File: src/rtl/hpw_pkg.sv
// shared types and constants of the heartbeat ping watchdog
`default_nettype none

package hpw_pkg;

    localparam int unsigned CFG_AW = 4;
    localparam int unsigned CFG_DW = 32;

    localparam logic [31:0] PING_INTERVAL_RST = 32'd100;
    localparam logic [31:0] PONG_TIMEOUT_RST  = 32'd50;
    localparam logic [7:0]  MISS_LIMIT_RST    = 8'd3;
    localparam logic [31:0] FIRST_NONCE       = 32'd1;
    localparam logic [7:0]  MISS_MAX          = 8'hFF;

    typedef enum logic [2:0] {
        KIND_TICK    = 3'd0,
        KIND_ALLOC   = 3'd1,
        KIND_PING    = 3'd2,
        KIND_PONG    = 3'd3,
        KIND_RESTART = 3'd4
    } t_kind;

    typedef enum logic [1:0] {
        PH_IDLE   = 2'd0,
        PH_FLIGHT = 2'd1,
        PH_KILL   = 2'd2
    } t_phase;

    typedef enum logic [1:0] {
        REG_PING_INTERVAL = 2'd0,
        REG_PONG_TIMEOUT  = 2'd1,
        REG_MISS_LIMIT    = 2'd2
    } t_reg;

    typedef struct packed {
        logic [2:0]  kind;
        logic [63:0] now;
        logic [31:0] nonce;
    } t_in_word;

    typedef struct packed {
        logic        ping_due;
        logic        kill_requested;
        logic [31:0] allocated_nonce;
        logic [1:0]  phase;
        logic [7:0]  miss_count;
        logic [31:0] kill_total;
    } t_out_word;

endpackage

`default_nettype wire

File: src/rtl/heartbeat_ping_watchdog.sv
// heartbeat ping watchdog top level: input register, event logic, result register
// Each event word passes the input register, then the result register; a new word can
// be accepted every cycle while the result is not stalled. The input register holds the
// event, the watchdog state is updated at the same edge that loads the result register,
// so the next event already sees the new state. One 64-bit time difference feeds both the
// pong timeout and the ping-due compare. Configuration is written over the APB port at
// byte addresses 0, 4 and 8 (ping_interval, pong_timeout, miss_limit) and is read back there.
`default_nettype none

module heartbeat_ping_watchdog (
    input  wire                              i_clk,
    input  wire                              i_rst_n,
    input  wire                              i_in_valid,
    output logic                             o_in_stall,
    input  wire  hpw_pkg::t_in_word          i_in_word,
    output logic                             o_out_valid,
    input  wire                              i_out_stall,
    output hpw_pkg::t_out_word               o_out_word,
    input  wire                              psel,
    input  wire                              penable,
    input  wire                              pwrite,
    input  wire  [hpw_pkg::CFG_AW-1:0]       paddr,
    input  wire  [hpw_pkg::CFG_DW-1:0]       pwdata,
    output logic [hpw_pkg::CFG_DW-1:0]       prdata,
    output logic                             pready
);
    import hpw_pkg::*;

    logic [31:0] r_ping_interval;
    logic [31:0] r_pong_timeout;
    logic [7:0]  r_miss_limit;

    logic        r_in_valid;
    t_in_word    r_in;
    logic        r_out_valid;
    t_out_word   r_out;

    t_phase      r_phase,   n_phase;
    logic [31:0] r_pending, n_pending;
    logic [31:0] r_next,    n_next;
    logic [63:0] r_last,    n_last;
    logic [7:0]  r_misses,  n_misses;
    logic [31:0] r_kills,   n_kills;

    logic        move;
    logic        cfg_wr;
    logic [63:0] diff;
    logic [7:0]  miss_inc;
    logic [31:0] alloc;
    logic        last_is_now;
    logic        due;
    t_out_word   res;

    assign move       = r_in_valid && (!r_out_valid || !i_out_stall);
    assign o_in_stall = r_in_valid && !move;
    assign o_out_valid = r_out_valid;
    assign o_out_word  = r_out;
    assign pready      = 1'b1;
    assign cfg_wr      = psel && penable && pwrite && pready;

    always_comb begin
        case (paddr[3:2])
            REG_PING_INTERVAL: prdata = r_ping_interval;
            REG_PONG_TIMEOUT:  prdata = r_pong_timeout;
            REG_MISS_LIMIT:    prdata = {24'd0, r_miss_limit};
            default:           prdata = '0;
        endcase
    end

    assign diff     = r_in.now - r_last;
    assign miss_inc = (r_misses == MISS_MAX) ? r_misses : r_misses + 8'd1;

    always_comb begin
        n_phase     = r_phase;
        n_pending   = r_pending;
        n_next      = r_next;
        n_last      = r_last;
        n_misses    = r_misses;
        n_kills     = r_kills;
        alloc       = '0;
        last_is_now = 1'b0;
        case (r_in.kind)
            KIND_TICK: begin
                if (r_phase == PH_FLIGHT && diff >= {32'd0, r_pong_timeout}) begin
                    n_misses  = miss_inc;
                    n_pending = '0;
                    if (miss_inc >= r_miss_limit) begin
                        n_phase = PH_KILL;
                    end else begin
                        n_phase     = PH_IDLE;
                        n_last      = r_in.now;
                        last_is_now = 1'b1;
                    end
                end
            end
            KIND_ALLOC: begin
                alloc  = r_next;
                n_next = (r_next == 32'hFFFF_FFFF) ? FIRST_NONCE : r_next + 32'd1;
            end
            KIND_PING: begin
                if (r_phase != PH_KILL) begin
                    n_phase     = PH_FLIGHT;
                    n_pending   = r_in.nonce;
                    n_last      = r_in.now;
                    last_is_now = 1'b1;
                end
            end
            KIND_PONG: begin
                if (r_phase == PH_FLIGHT && r_in.nonce == r_pending) begin
                    n_phase   = PH_IDLE;
                    n_pending = '0;
                    n_misses  = '0;
                end
            end
            KIND_RESTART: begin
                n_kills     = r_kills + 32'd1;
                n_phase     = PH_IDLE;
                n_pending   = '0;
                n_last      = r_in.now;
                last_is_now = 1'b1;
                n_misses    = '0;
            end
            default: begin
            end
        endcase
        due = (n_phase == PH_IDLE) &&
              (last_is_now ? (r_ping_interval == 32'd0) : (diff >= {32'd0, r_ping_interval}));
        res.ping_due        = due;
        res.kill_requested  = (n_phase == PH_KILL);
        res.allocated_nonce = alloc;
        res.phase           = n_phase;
        res.miss_count      = n_misses;
        res.kill_total      = n_kills;
    end

    always_ff @(posedge i_clk) begin
        if (!i_rst_n) begin
            r_ping_interval <= PING_INTERVAL_RST;
            r_pong_timeout  <= PONG_TIMEOUT_RST;
            r_miss_limit    <= MISS_LIMIT_RST;
        end else if (cfg_wr) begin
            case (paddr[3:2])
                REG_PING_INTERVAL: r_ping_interval <= pwdata;
                REG_PONG_TIMEOUT:  r_pong_timeout  <= pwdata;
                REG_MISS_LIMIT:    r_miss_limit    <= pwdata[7:0];
                default: begin
                end
            endcase
        end
    end

    always_ff @(posedge i_clk) begin
        if (!i_rst_n) begin
            r_in_valid  <= 1'b0;
            r_out_valid <= 1'b0;
            r_phase     <= PH_IDLE;
            r_pending   <= '0;
            r_next      <= FIRST_NONCE;
            r_last      <= '0;
            r_misses    <= '0;
            r_kills     <= '0;
        end else begin
            if (!o_in_stall) begin
                r_in_valid <= i_in_valid;
            end
            if (move) begin
                r_out_valid <= 1'b1;
                r_phase     <= n_phase;
                r_pending   <= n_pending;
                r_next      <= n_next;
                r_last      <= n_last;
                r_misses    <= n_misses;
                r_kills     <= n_kills;
            end else if (!i_out_stall) begin
                r_out_valid <= 1'b0;
            end
        end
    end

    always_ff @(posedge i_clk) begin
        if (!o_in_stall && i_in_valid) begin
            r_in <= i_in_word;
        end
        if (move) begin
            r_out <= res;
        end
    end

endmodule

`default_nettype wire

File: config.mk
export PLATFORM = sky130hd
export DESIGN_NAME = heartbeat_ping_watchdog
export DESIGN_NICKNAME = d
export VERILOG_FILES = /design/src/rtl/hpw_pkg.sv /design/src/rtl/heartbeat_ping_watchdog.sv
export SDC_FILE = /design/constraint.sdc
export NUM_CORES = 1
export LEC_CHECK = 0
export ABC_AREA = 1
export BUFFER_PORTS_ARGS = -buffer_cell sky130_fd_sc_hd__buf_2
export CORE_MARGIN = 2
export CORE_UTILIZATION = 30
export DETAILED_ROUTE_END_ITERATION = 7
export PLACE_DENSITY = 0.43
export RECOVER_POWER = 50
export SKIP_LAST_GASP = 1
export SYNTH_ARGS = -nofsm -noshare
export SYNTH_HDL_FRONTEND = slang
export SYNTH_SLANG_ARGS = --single-unit
export TNS_END_PERCENT = 5
File: constraint.sdc
create_clock -name i_clk -period 5.7 [get_ports i_clk]
set_clock_uncertainty 0.2 [all_clocks]
set_input_delay 0.285 -clock i_clk [delete_from_list [all_inputs] [get_ports i_clk]]
set_output_delay 0.285 -clock i_clk [all_outputs]
set_load 0.005 [all_outputs]
==> run metrics <==
outcome=complete, but fails checks; failing checks=max-capacitance violations, max-slew violations; most common cell in the netlist=nand2_1; Rel. slew slack=-129%; top post-synthesis cells by area=edfxtp_1, dfxtp_1, nand2_1; Post-Layout Cell Count=4880; mean routed wirelength per cell=15.6 um; crit path launch type=flip-flop; Ys Warns=0; drt first-iter violations=1046; Max FO, Critical Path=52; Worst setup EP type=flip-flop; root buffer cell=clkbuf_16; Die ar.=84200 um^2; fmax=202 MHz; Max-cap violations=4; IO Port Bufs=249; layout cell share with drive strength beyond 1=7.57%; Setup violations, final=0; Core Area=80800 um^2; first-pass GRT wire length=120000 um; Avg Cell Area, Syn=7.21 um^2; Final Max Slew Viols=228; worst-skew pair later-pin latency=620 ps; Layout area overhead=21.7%; Via density=4.49; CTS Sinks=419; Setup WS pre-CTS=756 ps; Total Routing Usage GR=17.9%; Die H=290 um; area occupied by multi-input gates=11500 um^2; worst reg2reg path depth=24; hold_ws=29.9 ps; Yosys reg bits=419; via count=21900; Synth top area share=21.4%; CTS buffer count=50; vias in the first global route=21500; TritonCTS clock tree=yes; number of I/O pins=253; cells after synthesis=3409; RSZ-0062 raised after global routing=false; Final min period=4960 ps; Slew @ Worst Pin=3430 ps; largest net degree at the start of global routing=83; largest area contributor in the netlist=edfxtp_1; drt drc=0; Detailed Route WL=76400 um; H-tree depth=2; register area share after synthesis=41.3%; Nets=4058; post-layout utilization of the core=37.0%; storage element area=10100 um^2; reg2reg end=r_pending[29]; Final Cycle Share=87.0%; Worst-path clk slew=60 ps; Crit Reg-Reg Startpoint=r_in[34]; Final Hold Viols=0; share of flip-flops with an asynchronous set or reset=0%; pwr/cell area=269 nW/um^2; start point of the critical path=r_in[34]; Leak=0.0135 uW; Placed Cells incl. Taps=4649; final setup TNS=0 ps; Post-DP HPWL=57500 um; PostCTS Resize Cnt=0; fillers=8714; CP arrival=5180 ps; total gr overflow=0; crit path to=r_pending[29]; library cells used by synthesis=54; Peak VDD IR=0.212 mV; Synth Net Count=3690; commonest cells in the netlist=nand2_1, inv_1, nor2_1; routability cong.=0.894; Placement Rows=104; Post-synth EDFFs=175; drt pass-1 iters=5; kind of critical path=reg2reg; final worst setup slack=742 ps; Synth Cell Area=24600 um^2; initial antenna violation count=0; Die X=290 um; Initial Util=30.4%; post-route ant nets=0; Reg2Reg Setup Slack=740 ps; main flop type after synthesis=dfxtp_1; Hold Crit Class=in2reg; clk buf depth=3; CP Data Required Time=5920 ps
power by group:
part | total [uW] | internal (uW) | switching, uW | leakage, uW
clock | 3430 | 2030 | 1410 | 0.000858
sequential | 3320 | 3260 | 66.7 | 0.00370
combinational | 1270 | 463 | 809 | 0.00895
worst max-delay path, cell delays in order (launching register included):
cell      delay (ps)
edfxtp_1         420
ha_1             390
nand3_1          140
nor2_1           210
inv_1             60
nand3_1          130
xor2_1           430
ha_1             340
a21oi_1          150
nor2_1            50
a211oi_1         160
o21ai_0          180
nand2_1          100
nand3_1           90
nand2_1           80
nand2_1           80
a21oi_1          190
nand3_2          160
nand2_2          270
nand2_4          240
nand3_2          180
buf_12           270
nand2_1           70
o21ai_1           80
nor2_1            50
routing by layer:
metal | GRT usage (%) | vias to the layer above | routed length, um
li1 | - | 11600 | -
met1 | 23.3 | 9878 | 35700
met2 | 31.3 | 333 | 36400
met4 | 4.92 | 0 | 1970
met3 | 2.04 | 97 | 2310
met5 | 0 | - | 0
cells by family (layout without fill, tap and decap cells):
kind of cell | Yosys count | after routing | synth area share [%]
flip-flops | 419 | 419 | 41.3
XOR/XNOR | 83 | 83 | 2.96
AND/OR/NAND/NOR | 1522 | 1522 | 25.9
AO/OA/AOI/OAI | 500 | 500 | 11.0
other | 1 | 2 | 0.0153
adder cells (fa/ha/maj) | 139 | 139 | 7.11
buffers and inverters | 745 | 1155 | 11.8
flip-flops by register name (all words and copies together) (netlist names):
name             cells
r_pong_timeout      32
r_in                99
o_out_valid          1
r_misses             8
r_kills             32
r_next              32
r_ping_interval     32
r_miss_limit         8
o_out_word          76
r_pending           32
r_last              64
r_phase              2
r_in_valid           1
area by class of cell:
class | count | share of cell area [%]
Inverter | 656 | 8.25
Sequential cell | 419 | 33.9
Antenna cell | 1 | 0.00837
Timing Repair Buffer | 405 | 8.96
Multi-Input combinational cell | 2245 | 38.5
Clock inverter | 32 | 1.39
Clock buffer | 62 | 4.54
Tap cell | 1060 | 4.44
stage by stage:
step,total power [uW],area (um^2)
after floorplan,4180,24600
after global placement,4590,26900
after detailed placement,4600,26900
after CTS,8170,30000
after global routing,8470,29900
final,8030,29900
how the worst min path moves through the flow:
stage,startpoint,endpoint,cells past startpoint
global placement,r_last[25],r_last[25],2
global route,pwrite,r_miss_limit[1],4
floorplan,i_in_word[0],r_in[0],0
CTS,pwrite,r_miss_limit[1],5
finish,pwrite,r_miss_limit[1],4
detailed placement,r_last[29],r_last[29],2
what timing repair did:
action                                 in CTS  in global routing
endpoints found under the hold margin     179                  0
hold buffers                              136                  0
setup buffers                               0                  0
cell usage in the layout, fill, tap and decap left out, types with 5 or more instances in the layout:
cell type	Yosys	layout
nand2_1	897	896
inv_1	650	650
nor2_1	318	319
a21oi_1	275	275
dfxtp_1	244	244
edfxtp_1	175	175
buf_2	13	160
nand3_1	146	146
ha_1	138	138
dlygate4sd3_1	0	136
o21ai_0	123	123
clkbuf_1	55	91
xor2_1	79	79
clkbuf_16	0	50
nor3_1	47	49
nand4_1	49	49
o22ai_1	24	24
o21ai_1	23	23
nand3b_1	18	18
nor4_1	16	16
buf_4	5	14
o211ai_1	11	11
o21bai_1	10	10
a211oi_1	10	10
clkinv_2	0	10
o221ai_1	8	8
clkinv_1	3	7
bufinv_16	0	7
clkbuf_8	0	6
nor3b_1	5	5
clkbuf_2	0	5
Note: power is estimated with default switching activity, not from simulation.
